==> config.mk <==
export PLATFORM = sky130hd
export DESIGN_NAME = drive_command_decoder_mixer
export DESIGN_NICKNAME = d
export VERILOG_FILES = /design/src/sv/dcm_pkg.sv /design/src/sv/dcm_front.sv /design/src/sv/dcm_queue.sv /design/src/sv/dcm_back.sv /design/src/sv/drive_command_decoder_mixer.sv
export SDC_FILE = /design/constraint.sdc
export NUM_CORES = 1
export LEC_CHECK = 0
export BUFFER_PORTS_ARGS = -buffer_cell sky130_fd_sc_hd__buf_2
export CAP_MARGIN = 30
export CORE_AREA = 2 2 92 94
export DETAILED_ROUTE_END_ITERATION = 10
export DIE_AREA = 0 0 94 96
export PLACE_DENSITY_LB_ADDON = 0.3
export SKIP_CTS_REPAIR_TIMING = 1
export SYNTH_ARGS = -nofsm -noshare
export SYNTH_HDL_FRONTEND = slang
export SYNTH_SLANG_ARGS = --single-unit
==> constraint.sdc <==
create_clock -name clk -period 3.95 [get_ports clk]
set_input_delay 0.1975 -clock clk [delete_from_list [all_inputs] [get_ports clk]]
set_output_delay 0.1975 -clock clk [all_outputs]
set_load 0.1 [all_outputs]
==> src/sv/dcm_pkg.sv <==
// shared types, command codes and the mixing function of the drive command decoder
package dcm_pkg;

  localparam logic [7:0] CmdStopByte  = 8'h73;
  localparam logic [7:0] CmdDriveByte = 8'h63;

  localparam logic [1:0] DirFwd   = 2'h1;
  localparam logic [1:0] DirBwd   = 2'h2;
  localparam logic [1:0] DirBrake = 2'h3;

  localparam logic [7:0] DutyMax = 8'd255;

  localparam int QDepth   = 2;
  localparam int QAw      = $clog2(QDepth);
  localparam int QCntW    = $clog2(QDepth + 1);

  typedef enum logic [1:0] {
    OP_STOP,
    OP_DRIVE,
    OP_MIX
  } dcm_op_t;

  typedef struct packed {
    dcm_op_t            op;
    logic signed [8:0]  left_sum;
    logic signed [8:0]  right_sum;
  } dcm_cmd_t;

  typedef struct packed {
    logic [1:0] dir;
    logic [7:0] duty;
  } dcm_side_t;

  // twice the magnitude, saturated; negative sum drives forward
  function automatic dcm_side_t mix_side(logic signed [8:0] sum);
    dcm_side_t  res;
    logic [8:0] mag;
    mag = sum[8] ? 9'(-sum) : 9'(sum);
    res.dir = sum[8] ? DirFwd : DirBwd;
    if (mag[8:7] != 2'b00) begin
      res.duty = DutyMax;
    end else begin
      res.duty = {mag[6:0], 1'b0};
    end
    return res;
  endfunction

endpackage

==> src/sv/dcm_front.sv <==
// front end: arming, command phase tracking and command classification
module dcm_front (
  input  logic             clk,
  input  logic             rst_n,
  input  logic             in_valid,
  output logic             in_ready,
  input  logic [7:0]       in_rx_byte,
  input  logic             q_full,
  output logic             q_push,
  output dcm_pkg::dcm_cmd_t q_data
);
  import dcm_pkg::*;

  typedef enum logic [1:0] {
    PH_CMD,
    PH_X,
    PH_Y,
    PH_Z
  } phase_t;

  phase_t     phase_r, phase_nxt;
  logic       armed_r, armed_nxt;
  logic [7:0] held_turn_r, held_turn_nxt;
  logic       accept;

  assign in_ready = !q_full;
  assign accept   = in_valid && in_ready;

  always_comb begin
    phase_nxt      = phase_r;
    armed_nxt      = armed_r;
    held_turn_nxt  = held_turn_r;
    q_push         = 1'b0;
    q_data.op      = OP_STOP;
    q_data.left_sum  = {in_rx_byte[7], in_rx_byte} + {held_turn_r[7], held_turn_r};
    q_data.right_sum = {in_rx_byte[7], in_rx_byte} - {held_turn_r[7], held_turn_r};
    if (accept) begin
      if (!armed_r) begin
        if (in_rx_byte == CmdStopByte) begin
          armed_nxt = 1'b1;
        end
      end else begin
        case (phase_r)
          PH_CMD: begin
            if (in_rx_byte == CmdStopByte) begin
              q_push    = 1'b1;
              q_data.op = OP_STOP;
            end else if (in_rx_byte == CmdDriveByte) begin
              q_push    = 1'b1;
              q_data.op = OP_DRIVE;
              phase_nxt = PH_X;
            end
          end
          PH_X: begin
            phase_nxt = PH_Y;
          end
          PH_Y: begin
            held_turn_nxt = in_rx_byte;
            phase_nxt     = PH_Z;
          end
          PH_Z: begin
            q_push    = 1'b1;
            q_data.op = OP_MIX;
            phase_nxt = PH_CMD;
          end
          default: begin
            phase_nxt = PH_CMD;
          end
        endcase
      end
    end
  end

  always_ff @(posedge clk) begin
    if (!rst_n) begin
      phase_r     <= PH_CMD;
      armed_r     <= 1'b0;
      held_turn_r <= 8'd0;
    end else begin
      phase_r     <= phase_nxt;
      armed_r     <= armed_nxt;
      held_turn_r <= held_turn_nxt;
    end
  end

  // a command sequence can only be under way once armed
  a_phase_armed: assert property (@(posedge clk) disable iff (!rst_n)
    (phase_r != PH_CMD) |-> armed_r)
    else $error("command phase advanced while unarmed");

endmodule

==> src/sv/dcm_queue.sv <==
// short command queue between the front end and the drive back end
module dcm_queue (
  input  logic              clk,
  input  logic              rst_n,
  input  logic              push,
  input  dcm_pkg::dcm_cmd_t push_data,
  output logic              full,
  input  logic              pop,
  output logic              not_empty,
  output dcm_pkg::dcm_cmd_t pop_data
);
  import dcm_pkg::*;

  dcm_cmd_t         mem_r [QDepth];
  logic [QAw-1:0]   wr_ptr_r, wr_ptr_nxt;
  logic [QAw-1:0]   rd_ptr_r, rd_ptr_nxt;
  logic [QCntW-1:0] cnt_r, cnt_nxt;

  assign full      = (cnt_r == QCntW'(QDepth));
  assign not_empty = (cnt_r != '0);
  assign pop_data  = mem_r[rd_ptr_r];

  function automatic logic [QAw-1:0] ptr_inc(logic [QAw-1:0] p);
    if (p == QAw'(QDepth - 1)) begin
      return '0;
    end
    return p + 1'b1;
  endfunction

  always_comb begin
    wr_ptr_nxt = push ? ptr_inc(wr_ptr_r) : wr_ptr_r;
    rd_ptr_nxt = pop ? ptr_inc(rd_ptr_r) : rd_ptr_r;
    cnt_nxt    = cnt_r;
    if (push && !pop) begin
      cnt_nxt = cnt_r + 1'b1;
    end else if (pop && !push) begin
      cnt_nxt = cnt_r - 1'b1;
    end
  end

  always_ff @(posedge clk) begin
    if (push) begin
      mem_r[wr_ptr_r] <= push_data;
    end
  end

  always_ff @(posedge clk) begin
    if (!rst_n) begin
      wr_ptr_r <= '0;
      rd_ptr_r <= '0;
      cnt_r    <= '0;
    end else begin
      wr_ptr_r <= wr_ptr_nxt;
      rd_ptr_r <= rd_ptr_nxt;
      cnt_r    <= cnt_nxt;
    end
  end

  a_no_overflow: assert property (@(posedge clk) disable iff (!rst_n)
    push |-> (!full || pop))
    else $error("queue written while full");

  a_no_underflow: assert property (@(posedge clk) disable iff (!rst_n)
    pop |-> not_empty)
    else $error("queue read while empty");

endmodule

==> src/sv/dcm_back.sv <==
// back end: applies queued commands to the drive state, which is also the output register
module dcm_back (
  input  logic              clk,
  input  logic              rst_n,
  input  logic              q_not_empty,
  input  dcm_pkg::dcm_cmd_t q_data,
  output logic              q_pop,
  output logic              out_valid,
  input  logic              out_ready,
  output logic              out_enable,
  output logic              out_left_in1,
  output logic              out_left_in2,
  output logic [7:0]        out_left_pwm,
  output logic              out_right_in1,
  output logic              out_right_in2,
  output logic [7:0]        out_right_pwm
);
  import dcm_pkg::*;

  logic      out_valid_r, out_valid_nxt;
  logic      driving_r, driving_nxt;
  dcm_side_t left_r, left_nxt;
  dcm_side_t right_r, right_nxt;

  assign q_pop = q_not_empty && (!out_valid_r || out_ready);

  always_comb begin
    out_valid_nxt = out_valid_r && !out_ready;
    driving_nxt   = driving_r;
    left_nxt      = left_r;
    right_nxt     = right_r;
    if (q_pop) begin
      out_valid_nxt = 1'b1;
      case (q_data.op)
        OP_STOP: begin
          driving_nxt = 1'b0;
          left_nxt    = '{dir: DirBrake, duty: 8'd0};
          right_nxt   = '{dir: DirBrake, duty: 8'd0};
        end
        OP_DRIVE: begin
          driving_nxt = 1'b1;
        end
        OP_MIX: begin
          left_nxt  = mix_side(q_data.left_sum);
          right_nxt = mix_side(q_data.right_sum);
        end
        default: begin
          out_valid_nxt = out_valid_r && !out_ready;
        end
      endcase
    end
  end

  always_ff @(posedge clk) begin
    if (!rst_n) begin
      out_valid_r <= 1'b0;
      driving_r   <= 1'b0;
      left_r      <= '{dir: DirBrake, duty: 8'd0};
      right_r     <= '{dir: DirBrake, duty: 8'd0};
    end else begin
      out_valid_r <= out_valid_nxt;
      driving_r   <= driving_nxt;
      left_r      <= left_nxt;
      right_r     <= right_nxt;
    end
  end

  assign out_valid     = out_valid_r;
  assign out_enable    = driving_r;
  assign out_left_in1  = left_r.dir[0];
  assign out_left_in2  = left_r.dir[1];
  assign out_left_pwm  = left_r.duty;
  assign out_right_in1 = right_r.dir[0];
  assign out_right_in2 = right_r.dir[1];
  assign out_right_pwm = right_r.duty;

  // both sides brake together, and only with zero duty
  a_brake_pair: assert property (@(posedge clk) disable iff (!rst_n)
    (left_r.dir == DirBrake) == (right_r.dir == DirBrake))
    else $error("only one side braking");

  a_brake_duty: assert property (@(posedge clk) disable iff (!rst_n)
    (left_r.dir == DirBrake) |-> (left_r.duty == 8'd0 && right_r.duty == 8'd0))
    else $error("nonzero duty while braking");

  a_idle_braked: assert property (@(posedge clk) disable iff (!rst_n)
    !driving_r |-> (left_r.dir == DirBrake))
    else $error("drive moving with enable low");

endmodule

==> src/sv/drive_command_decoder_mixer.sv <==
// Drive command decoder and differential mixer: takes one received byte per cycle whenever the
// two-entry command queue has room, arms on the first 's', then decodes 's' (brake both sides,
// enable low) and 'c' x y z (enable high, left = z + y, right = z - y, duty twice the magnitude
// saturated at 255, negative sum forward). The front end classifies bytes and queues commands;
// the back end applies one queued command per cycle, while its output is free or being taken,
// to the drive state, which doubles as the output register. A result is queued, then registered
// in the drive state and held until taken; bytes keep flowing while a result waits until the queue fills.
module drive_command_decoder_mixer (
  input  logic       clk,
  input  logic       rst_n,
  input  logic       in_valid,
  output logic       in_ready,
  input  logic [7:0] in_rx_byte,
  output logic       out_valid,
  input  logic       out_ready,
  output logic       out_enable,
  output logic       out_left_in1,
  output logic       out_left_in2,
  output logic [7:0] out_left_pwm,
  output logic       out_right_in1,
  output logic       out_right_in2,
  output logic [7:0] out_right_pwm
);
  import dcm_pkg::*;

  dcm_cmd_t push_data;
  dcm_cmd_t pop_data;
  logic     push;
  logic     pop;
  logic     full;
  logic     not_empty;

  dcm_front u_front (
    .clk        (clk),
    .rst_n      (rst_n),
    .in_valid   (in_valid),
    .in_ready   (in_ready),
    .in_rx_byte (in_rx_byte),
    .q_full     (full),
    .q_push     (push),
    .q_data     (push_data)
  );

  dcm_queue u_queue (
    .clk       (clk),
    .rst_n     (rst_n),
    .push      (push),
    .push_data (push_data),
    .full      (full),
    .pop       (pop),
    .not_empty (not_empty),
    .pop_data  (pop_data)
  );

  dcm_back u_back (
    .clk           (clk),
    .rst_n         (rst_n),
    .q_not_empty   (not_empty),
    .q_data        (pop_data),
    .q_pop         (pop),
    .out_valid     (out_valid),
    .out_ready     (out_ready),
    .out_enable    (out_enable),
    .out_left_in1  (out_left_in1),
    .out_left_in2  (out_left_in2),
    .out_left_pwm  (out_left_pwm),
    .out_right_in1 (out_right_in1),
    .out_right_in2 (out_right_in2),
    .out_right_pwm (out_right_pwm)
  );

endmodule

# Word-level counts from Yosys, hierarchy flattened
# Memories as Yosys holds them, arrays and structs flattened. A register that Yosys moved wholly into a read port is not among the register bits.
# Index checks and enable logic that the tools add are counted.
[op_classes]
n_addsub = 8
n_eq_ne = 10
muxes = 38
reduce_logical = 24
[op_table]
columns = ["operator", "count"]
rows = [
  ["$pmux W10 S2", 2],
  ["$mux W1", 19],
  ["$mux W2", 9],
  ["$mux W9", 2],
  ["$neg A9 Y9", 2],
  ["$eq A8 B7 Y1 const B", 2],
  ["$mux W8", 2],
  ["$reduce_bool A2 Y1", 6],
  ["$add A8 B8 Y9", 1],
  ["$sub A8 B8 Y9", 1],
  ["$eq A2 B2 Y1 const B", 4],
  ["$pmux W2 S4", 1],
  ["$logic_and A1 B1 Y1", 5],
  ["$logic_not A1 Y1", 5],
  ["$eq A2 B1 Y1 const B", 2],
  ["$logic_not A2 Y1", 2],
  ["$pmux W1 S2", 2],
  ["$pmux W2 S2", 1],
  ["$reduce_and A2 Y1", 2],
  ["$reduce_and A4 Y1", 1],
  ["$reduce_and A3 Y1", 1],
  ["$reduce_or A3 Y1", 1],
  ["$add A1 B1 Y1 const B", 2],
  ["$add A2 B1 Y2 const B", 1],
  ["other kinds (4)", 4],
]
[totals]
regBits = 37
ram_bits = 40
out_inout_bits = 23
word_cells = 93
mem_count = 1
[memory_table]
columns = ["name", "words", "word_bits", "rd", "rd_ports_with_merged_regs", "wr", "line_no", "rtl"]
rows = [
  ["u_queue.mem_r", 2, 20, 1, 1, 1, "dcm_queue.sv:14", "dcm_cmd_t mem_r [QDepth];"],
]

# Longest topological paths before layout
# Gate-level depths: netlist of the first run.
[logic_depth]
ltp_word = 10
depth_mapped = 11
mapped_depth_nobuf = 9

# Cells and area by module
# Synthesis of the first run repeated with hierarchy kept, for this count alone.
[unflattened]
hier_cells = 374
area_unflattened_um2 = 4015.1
[by_module_without_submodules]
columns = ["mod", "n_inst", "cells_each", "area_each_um2", "seq_area_each_um2"]
rows = [
  ["dcm_queue", 1, 84, 1657.8, 1301.2],
  ["dcm_front", 1, 155, 1243.7, 220.2],
  ["dcm_back", 1, 135, 1113.6, 440.4],
]

# Worst setup path before layout of the first run
# OpenSTA, ideal clock, no wires.
[synth_path]
path_kind = "flip-flop to flip-flop"
start = "register u_queue.cnt_r[0]"
end = "memory u_queue.mem_r[0][10] (netlist name) (enable)"
setup_time_ns = 0.397
t_arrival_ns = 2.772
t_required_ns = 3.553
slack_ns = 0.781
stages_incl_launch_ff = 5
synth_period_minus_slack_ns = 3.169
cell_sequence = "dfxtp_1 nand2b_1 nand3_1 a211oi_4 nor2b_1"
[synth_via]
elab_chain_len = 6
[synth_rtl]
columns = ["element", "line_no", "rtl"]
rows = [
  ["start: declaration", "dcm_queue.sv:17", "logic [QCntW-1:0] cnt_r, cnt_nxt;"],
  ["start signal: assignment", "dcm_queue.sv:55", "cnt_r <= cnt_nxt;"],
  ["$eq A2 B2 Y1", "dcm_queue.sv:19", "assign full = (cnt_r == QCntW'(QDepth));"],
  ["$logic_not A1 Y1", "dcm_front.sv:26", "assign in_ready = !q_full;"],
  ["via in_ready", "drive_command_decoder_mixer.sv:12", "output logic in_ready,"],
  ["$logic_and A1 B1 Y1", "dcm_front.sv:27", "assign accept = in_valid && in_ready;"],
  ["$mux W1", "dcm_front.sv:37", "if (accept) begin"],
  ["via push", "drive_command_decoder_mixer.sv:28", "logic push;"],
  ["$mux W1", "dcm_queue.sv:42", "if (push) begin"],
  ["$mux W1 (not written as such)", "dcm_queue.sv:43", "mem_r[wr_ptr_r] <= push_data;"],
  ["end: declaration", "dcm_queue.sv:14", ""],
]
# The timed path passes the listed nets, and every way through them passes these cells.

# Worst setup path in the final report of the first run
[layout_path]
start = "register u_front.phase_r[0]"
end = "memory u_queue.mem_r[1][4] (netlist name) (enable)"
[layout_via]
elab_chain_len = 6
word_cells_on_any_way = 7
[layout_rtl]
columns = ["element", "line_no", "rtl"]
rows = [
  ["start: declaration", "dcm_front.sv:21", "phase_t phase_r, phase_nxt;"],
  ["start signal: assignment", "dcm_front.sv:80", "phase_r <= phase_nxt;"],
  ["$eq A2 B2 Y1 / $logic_not A2 Y1 (equally long branches)", "dcm_front.sv:43", "case (phase_r)"],
  ["$pmux W1 S2 (*)", "dcm_front.sv:43", ""],
  ["$mux W1 (*)", "dcm_front.sv:38", "if (!armed_r) begin"],
  ["$mux W1 (*)", "dcm_front.sv:37", ""],
  ["via push", "drive_command_decoder_mixer.sv:28", ""],
  ["$mux W1 (*)", "dcm_queue.sv:42", ""],
  ["$mux W1 (not written as such) (*)", "dcm_queue.sv:43", ""],
]
# The timed path passes the listed nets; every way through them passes the cells marked *.

==> results of run 1 <==
per-layer routing:
layer | vias to the layer above | GRT usage, %
li1 | 1581 | -
met1 | 1427 | 25.93
met2 | 54 | 32.14
met3 | 7 | 3.524
met4 | 0 | 7.609
met5 | - | 0
area by class of cell:
class	instances	area (um^2)	share of cell area [%]
clock buffer	10	127.6	2.703
tap	105	131.4	2.782
timing repair buffer	37	192.7	4.081
inverter	23	86.33	1.828
clock inverter	6	112.6	2.385
sequential	76	1903	40.30
multi-input combinational	301	2168	45.92
Yosys cell counts (4+ instances only):
library cell   n
a211oi_1       4
a21oi_1       27
a311oi_1       5
and2_1         5
buf_2          4
clkbuf_1       9
dfxtp_1       38
edfxtp_1      38
ha_1          23
inv_1         22
mux2_2         5
mux2i_1       17
nand2_1       38
nand2b_1       4
nand3_1       16
nor2_1        26
nor2b_1        8
nor3_1        11
o211ai_1       5
o21ai_0       26
xnor2_1       13
xor2_1         7
logic make-up after synthesis:
group | synth area share (%)
compound gates | 15.45
flops | 44.64
mux | 6.343
xor+xnor | 4.112
simple gates | 17.30
buf+inv | 4.464
fa+ha+maj | 7.695
worst max-delay path: cells and delay by family, from the launching register on:
kind                       cells  cell delay (ns)
AOI/OAI and AO/OA              1             0.32
adders and majority gates      1             0.19
buffers and inverters          2             0.16
DFF                            1             0.32
and+or+nand+nor                2             1.25
state kept, by name, summed over array words and instances, names as in the netlist, 2 cells and up, named ones only:
name,flops
u_back.out_left_pwm,8
u_back.out_right_pwm,8
u_front.held_turn_r,8
u_front.phase_r,2
u_queue.cnt_r,2
u_queue.mem_r,38
layout by cell type, fill, tap and decap left out, drive strengths merged, types with 6 or more instances in the layout:
master | synthesis | routed
a21oi | 27 | 27
a311oi | 6 | 6
buf | 8 | 37
clkbuf | 9 | 10
dfxtp | 38 | 38
edfxtp | 38 | 38
ha | 23 | 23
inv | 22 | 22
mux2 | 7 | 7
mux2i | 18 | 18
nand2 | 38 | 38
nand3 | 17 | 17
nor2 | 27 | 27
nor2b | 8 | 8
nor3 | 11 | 11
o21ai | 28 | 28
xnor2 | 13 | 13
xor2 | 7 | 7
final timing paths:
path,from,to,cells after the start
max,u_front.phase_r[0]$_SDFFE_PN0P_,u_queue.mem_r[1][4]$_DFFE_PP_,6
min,rst_n,u_back.out_right_in2$_SDFFE_PN1P_,2
max reg2reg,u_front.phase_r[0]$_SDFFE_PN0P_,u_queue.mem_r[1][4]$_DFFE_PP_,6
min reg2reg,u_back.out_right_pwm[0]$_SDFFE_PN0P_,u_back.out_right_pwm[0]$_SDFFE_PN0P_,2
through the flow:
step	power, mW	std cells
global route	2.739	558
finish	2.616	558
floorplan	1.799	417
CTS	2.635	558
detailed placement	1.923	542
global placement	1.906	542
where the power goes:
part           leakage, nW  switching [mW]  total (mW)  internal (mW)
combinational        0.948           0.709       0.955          0.246
sequential           0.652          0.0566       0.952          0.896
clock                0.120           0.289       0.710          0.421
==> qor.csv, run 1 <==
stage;metric;value;unit
synthesis;cell area after synthesis;4260;um^2
timing;clk_skew;0.008013;ns
grt;initial antenna violation count;0;
synthesis;Ys Warns;0;
hold_path;Min-Delay Path Class;primary input to flop;
final_layout;layout cells sized above 1;17.22;%
timing;post-layout min period;2.606;ns
pwr;Static Leak;1.721;nW
setup_path;Critical Path AT;2.58;ns
routing;WL final;8.301;mm
floorplanning;Std-Cell Rows;33;
clock_network;TritonCTS clock tree;yes;
timing;Max Freq;0.3838;GHz
floorplanning;Die ar.;9024;um^2
routing;Routed wire per std cell;14.88;um
grt;first-pass GRT wire length;13.79;mm
synthesis;post-synth top area share;26.78;%
synthesis;Post-synth ARST share;0;%
clock_network;CTS HTree Levels;3;
setup_path;Crit-path slowest cell;and2_1;
timing;Worst-Margin Slew;0.8392;ns
synthesis;syn_area_per_cell;10.22;um^2
floorplanning;IO Pins;35;
synthesis;Area contributors post-synth;edfxtp_1 (27%), dfxtp_1 (18%), ha_1 (6.8%);
routing;Final ANT Viol Nets;0;
final_layout;post-route cell area;4722;um^2
routing;DRT iter0 DRCs;89;
grt;Total GRT Usage;19.59;%
routing;first-pass iteration count of the detailed router;4;
routing;Remaining DRCs;0;
placed_design;dpl cell area;4482;um^2
routing;DR WL met2;3.890;mm
clock_network;Num CTS Buffers;9;
final_layout;Finished Core Util;58.65;%
setup_path;crit-path max cell delay;0.72;ns
grt;global route total overflow;0;
synthesis;Synthesized Nets;454;
placed_design;pre-CTS worst setup slack;1.330;ns
routing;met3 routed WL;264;um
routing;DR vias/cell;5.500;
final_layout;ant diodes;0;
final_layout;nets@finish;485;
clock_network;cell at the root of the clock tree;clkbuf_8;
synthesis;leading area contributor after synthesis;edfxtp_1;
clock_network;clock sink total;76;
pwr;maximum vdd drop;0.1938;mV
synthesis;Yosys cell types;68;
pwr;total power per unit cell area;554.1;nW/um^2
synthesis;Synth Register Bits;76;
synthesis;Most used DFF post-synth;edfxtp_1;
synthesis;EDFF count, synth;38;
grt;vias in the first global route;2866;
setup_path;Worst setup EP type;flop;
timing;fin worst setup slack;1.344;ns
synthesis;sequential area share after synthesis;44.64;%
timing;Final Hold Viols;0;
timing;Slew HR;44.05;%
clock_network;Clock Latency Late Sink;0.35;ns
clock_network;Clock Tree Buf Depth;2;
timing;ratio of final minimum period to clock period;65.97;%
placed_design;dpl hpwl;6.225;mm
synthesis;Syn Inst Count;417;
status;status;finished clean;
timing;final hold slack;0.09117;ns
setup_path;CP required;3.92;ns
floorplanning;chip height;96;um
grt;largest net degree at the start of global routing;28;
placed_design;PortBufs;34;
setup_path;CP startpoint kind;flop;
final_layout;Syn-to-layout area delta;10.84;%
setup_path;R2R Setup Slk;1.34;ns
setup_path;critical path class;flop to flop;
floorplanning;die width;94;um
timing;# setup viols final;0;
routing;routed length on met1;4.068;mm
floorplanning;Core Region;8051;um^2
routing;DR vias;3069;
clock_network;Worst-path clk slew;0.08;ns
job;number of max-cap violations;0;
setup_path;crit-path cells;inv_1 -> ha_1 -> inv_1 -> or4_4 -> a211oi_4 -> and2_1;
final_layout;fill cell count;708;
floorplanning;Initial Util;52.91;%
timing;RSZ-0062 raised after global routing;no;
timing;fin. max-slew vios;0;
routing;max layer used;met4;
timing;final setup TNS;0;ns
placed_design;Final Wtd Congestion;0.8118;
setup_path;CP max FO;19;
setup_path;CP dominant cell by count;inv_1;
(Power assumes the default switching activity.)
==> run 2: changes to the inputs <==
- clock period: 3.95 -> 2.4 ns (I/O delays scaled with it)
==> qor.csv, run 2 (synthesized netlist as in run 1, its figures left out) <==
stage;metric;value;unit
final_layout;Reg with most FFs;u_queue.mem_r;
pwr;total power per unit cell area;850.5;nW/um^2
timing;Worst-Margin Slew;0.6153;ns
status;status;finished clean;
pwr;NetSw;1.633;mW
clock_network;CTS HTree Levels;3;
setup_path;crit-path cells;inv_1 -> ha_1 -> inv_1 -> or4_4 -> a211oi_4 -> ha_4 -> or3_1 -> a21oi_1;
routing;WL final;8.427;mm
pwr;sequential power share;37.3;%
setup_path;crit-path max cell delay;0.52;ns
grt;met2 usage;33.15;%
routing;DRT iter0 DRCs;97;
routing;DR vias;3138;
grt;Total GRT Usage;20.21;%
final_layout;Syn-to-layout area delta;12.54;%
floorplanning;die width;94;um
final_layout;layout cells sized above 1;18.91;%
setup_path;CP startpoint kind;flop;
timing;Slew HR;58.98;%
timing;ratio of final minimum period to clock period;93.75;%
grt;vias in the first global route;2883;
clock_network;Worst-path clk slew;0.08;ns
placed_design;dpl hpwl;6.386;mm
timing;RSZ-0062 raised after global routing;no;
placed_design;Final Wtd Congestion;0.8040;
setup_path;Worst setup EP type;flop;
setup_path;family with the most delay on the worst path;simple AND/OR/NAND/NOR gates;
floorplanning;Initial Util;52.91;%
timing;Max Freq;0.4444;GHz
grt;largest net degree at the start of global routing;27;
final_layout;fill cell count;703;
final_layout;ant diodes;0;
final_layout;most frequent cells in the layout;nand2_1 (38), edfxtp_1 (38), dfxtp_1 (37), buf_2 (34), a21oi_1 (27);
setup_path;CP max FO;4;
floorplanning;IO Pins;35;
floorplanning;chip height;96;um
hold_path;Min-Delay Path Class;primary input to flop;
final_layout;Largest register FFs;38;
clock_network;Num CTS Buffers;9;
clock_network;Clock Tree Buf Depth;2;
setup_path;Buf+Inv Stages, Crit Path;2;
clock_network;clock sink total;76;
floorplanning;Std-Cell Rows;33;
grt;GRT Max-Usage Layer;met2;
grt;initial antenna violation count;0;
timing;fin. max-slew vios;0;
setup_path;CP required;2.69;ns
pwr;overall power;4.078;mW
grt;GRT met3 Usage;3.211;%
timing;Final Hold Viols;0;
final_layout;area of the multi-input gates;2191;um^2
setup_path;critical path class;flop to flop;
setup_path;Crit-path slowest cell;or4_4;
pwr;Net Sw Frac;40.05;%
clock_network;Clock Latency Late Sink;0.35;ns
pwr;Comb pwr share;37.2;%
timing;final setup TNS;0;ns
routing;DR vias/cell;5.554;
job;number of max-cap violations;0;
routing;Remaining DRCs;0;
floorplanning;Die ar.;9024;um^2
final_layout;Layout Cells excl Fill;565;
routing;Final ANT Viol Nets;0;
pwr;clock power share;25.5;%
pwr;maximum vdd drop;0.3120;mV
clock_network;TritonCTS clock tree;yes;
grt;first-pass GRT wire length;13.92;mm
setup_path;Critical Path AT;2.54;ns
timing;post-layout min period;2.250;ns
floorplanning;Core Region;8051;um^2
final_layout;nets@finish;492;
placed_design;PortBufs;34;
timing;clk_skew;0.008049;ns
clock_network;cell at the root of the clock tree;clkbuf_8;
grt;global route total overflow;0;
timing;# setup viols final;0;
routing;first-pass iteration count of the detailed router;5;
routing;Routed wire per std cell;14.92;um
pwr;Internal Pwr Total;2.445;mW
grt;GRT met1 Usage;25.99;%
placed_design;placed cells;549;
setup_path;CP dominant cell by count;inv_1;
pwr;Static Leak;1.753;nW
final_layout;register area;1903;um^2
==> run 2: changes by cell type in the layout (fill, tap and decap cells not counted), moves of 2 or more <==
| cell | before | now |
|---|---|---|
| buf_12 | 0 | 2 |
| bufinv_16 | 3 | 1 |
| buf_4 | 3 | 8 |
| clkinv_4 | 2 | 0 |
==> run 2: final cells by class <==
type                    instances  share of cell area, %
well taps                     105                  2.740
multi-input cells             301                  45.69
inverters                      23                  1.801
clock inverters                 3                 0.8873
repair buffers                 44                  5.637
flip-flops and latches         76                  39.69
clock buffers                  13                  3.549
==> run 2: power by group through the flow <==
stage,logic (mW),registers [mW],clock network [mW]
after floorplan,0.775,2.06,0
after global placement,1.48,1.54,0
after detailed placement,1.50,1.55,0
after CTS,1.51,1.52,1.06
after global routing,1.63,1.53,1.11
final,1.52,1.52,1.04
==> run 2: stage by stage <==
stage	hold slack [ns]	instance area (um^2)	setup WS [ns]	util, %
detailed placement	0.3734	4569	0.1065	56.75
CTS	0.0006101	4782	0.08648	59.39
floorplan	0.2675	4270	0.03991	-
global route	0.006523	4795	0.01929	59.55
finish	0.01257	4795	0.1499	59.55
global placement	0.3655	4569	0.1530	56.75
==> run 2: worst reg2reg max path, delay by kind of cell (launching register included) <==
kind / cells / cell delay, ns
AND/OR/NAND/NOR: 2 / 0.88
flip-flops: 1 / 0.32
adder cells (fa/ha/maj): 2 / 0.43
AO/OA/AOI/OAI: 2 / 0.40
buffers and inverters: 2 / 0.15
==> run 2: layer usage <==
| metal | vias up | wire length, um |
|---|---|---|
| li1 | 1598 | - |
| met1 | 1471 | 4015 |
| met2 | 54 | 3994 |
| met3 | 15 | 228 |
| met4 | 0 | 189 |
| met5 | - | 0 |
==> run 2: path summary, 6_finish.rpt <==
check                                                          start                                    to  slack, ns  cells past startpoint
worst min-delay path                                           rst_n      u_back.out_left_in2$_SDFFE_PN1P_       0.01                      2
worst min register to register  u_back.out_right_pwm[1]$_SDFFE_PN0P_  u_back.out_right_pwm[1]$_SDFFE_PN0P_       0.45                      2
worst max register to register       u_front.phase_r[0]$_SDFFE_PN0P_         u_queue.cnt_r[1]$_SDFFE_PN0P_       0.15                      8
worst max-delay path                 u_front.phase_r[0]$_SDFFE_PN0P_         u_queue.cnt_r[1]$_SDFFE_PN0P_       0.15                      8
==> run 3: changes to the inputs <==
- CORE_AREA: 2 2 92 94 -> 2 2 78 110
- DIE_AREA: 0 0 94 96 -> 0 0 80 112
==> qor.csv, run 3 (synthesized netlist as in run 1, its figures left out) <==
stage;metric;value;unit
status;status;finished clean;
timing;Max Freq;0.4371;GHz
routing;DR vias;3164;
final_layout;Largest register FFs;38;
placed_design;placed cells;548;
final_layout;ant diodes;0;
final_layout;Reg with most FFs;u_queue.mem_r;
timing;clk_skew;0.008297;ns
clock_network;Clock Tree Buf Depth;2;
floorplanning;Die ar.;8960;um^2
routing;DR vias/cell;5.610;
floorplanning;die width;80;um
floorplanning;Std-Cell Rows;39;
setup_path;Worst setup EP type;flop;
floorplanning;IO Pins;35;
setup_path;CP startpoint kind;flop;
pwr;Static Leak;1.794;nW
clock_network;Num CTS Buffers;9;
setup_path;crit-path max cell delay;0.53;ns
setup_path;CP max FO;4;
clock_network;Worst-path clk slew;0.06;ns
clock_network;CTS HTree Levels;3;
final_layout;fill cell count;682;
routing;Remaining DRCs;0;
floorplanning;chip height;112;um
timing;post-layout min period;2.288;ns
setup_path;Crit-path slowest cell;or4_4;
final_layout;nets@finish;494;
routing;WL final;8.533;mm
setup_path;r2r startpoint;u_front.phase_r[0]$_SDFFE_PN0P_;
final_layout;register area;1903;um^2
timing;final setup TNS;0;ns
pwr;total power per unit cell area;892.7;nW/um^2
final_layout;Layout Cells excl Fill;564;
pwr;maximum vdd drop;0.5624;mV
final_layout;Syn-to-layout area delta;15.01;%
timing;Final Hold Viols;0;
final_layout;most frequent cells in the layout;nand2_1 (38), edfxtp_1 (38), dfxtp_1 (37), buf_2 (34), a21oi_1 (27);
hold_path;Min-Delay Path Class;primary input to flop;
setup_path;Buf+Inv Stages, Crit Path;2;
clock_network;cell at the root of the clock tree;clkbuf_16;
setup_path;crit path launch;u_front.phase_r[0]$_SDFFE_PN0P_;
placed_design;dpl cell area;4593;um^2
placed_design;pre-CTS worst setup slack;0.08707;ns
setup_path;Critical Path AT;2.55;ns
grt;Total GRT Usage;20.58;%
placed_design;PortBufs;34;
setup_path;CP required;2.66;ns
clock_network;Clock Latency Late Sink;0.33;ns
timing;RSZ-0062 raised after global routing;no;
timing;Worst-Margin Slew;0.5809;ns
grt;largest net degree at the start of global routing;27;
final_layout;layout cells sized above 1;19.26;%
final_layout;post-route cell area;4900;um^2
timing;ratio of final minimum period to clock period;95.32;%
placed_design;dpl hpwl;6.491;mm
job;number of max-cap violations;0;
floorplanning;Initial Util;53.24;%
setup_path;family with the most delay on the worst path;simple AND/OR/NAND/NOR gates;
setup_path;CP dominant cell by count;inv_1;
routing;Final ANT Viol Nets;0;
placed_design;Final Wtd Congestion;0.7708;
grt;global route total overflow;0;
hold_path;Hold Startpoint;rst_n;
grt;first-pass GRT wire length;14.30;mm
routing;Routed wire per std cell;15.13;um
routing;DRT iter0 DRCs;126;
setup_path;critical path class;flop to flop;
grt;initial antenna violation count;0;
grt;vias in the first global route;3029;
final_layout;area of the multi-input gates;2191;um^2
timing;fin worst setup slack;0.1123;ns
setup_path;crit-path cells;inv_1 -> ha_1 -> inv_1 -> or4_4 -> a211oi_4 -> ha_4 -> or3_1 -> a21oi_1;
timing;Slew HR;60.73;%
floorplanning;Core Region;8003;um^2
timing;fin. max-slew vios;0;
timing;# setup viols final;0;
routing;first-pass iteration count of the detailed router;4;
clock_network;clock sink total;76;
clock_network;TritonCTS clock tree;yes;
==> run 3: worst paths after layout <==
| check | cells past startpoint | slack [ns] | endpoint |
|---|---|---|---|
| worst max-delay path | 8 | 0.11 | u_queue.cnt_r[1]$_SDFFE_PN0P_ |
| worst min-delay path | 2 | 0.04 | u_back.out_left_in1$_SDFFE_PN1P_ |
| worst max register to register | 8 | 0.11 | u_queue.cnt_r[1]$_SDFFE_PN0P_ |
| worst min register to register | 2 | 0.44 | u_back.out_right_pwm[0]$_SDFFE_PN0P_ |
==> run 3: final cells by class <==
type,count,area share [%]
clock buffer,10,4.673
clock inverter,6,1.328
inverter,23,1.762
multi-input combinational,301,44.71
sequential,76,38.84
tap,102,2.605
timing repair buffer,46,6.078
==> run 3: stage by stage <==
stage | util [%] | total power [mW] | hold slack (ns)
floorplan | - | 2.836 | 0.2675
global placement | 57.40 | 3.045 | 0.3663
detailed placement | 57.40 | 3.074 | 0.3777
CTS | 61.07 | 4.391 | 0.03220
global route | 61.23 | 4.573 | 0.04990
finish | 61.23 | 4.374 | 0.03527
==> run 3: routing by layer <==
| layer | GRT usage (%) | routed length, um |
|---|---|---|
| met4 | 10.85 | 311 |
| met2 | 35.33 | 4408 |
| met5 | 0 | 0 |
| met1 | 23.98 | 3521 |
| met3 | 3.647 | 291 |
==> run 3: report_power, final <==
part	total, mW	switching (mW)	internal [mW]
combinational	1.52	1.09	0.432
clock	1.31	0.510	0.802
sequential	1.54	0.0725	1.46
total	4.37	1.68	2.70
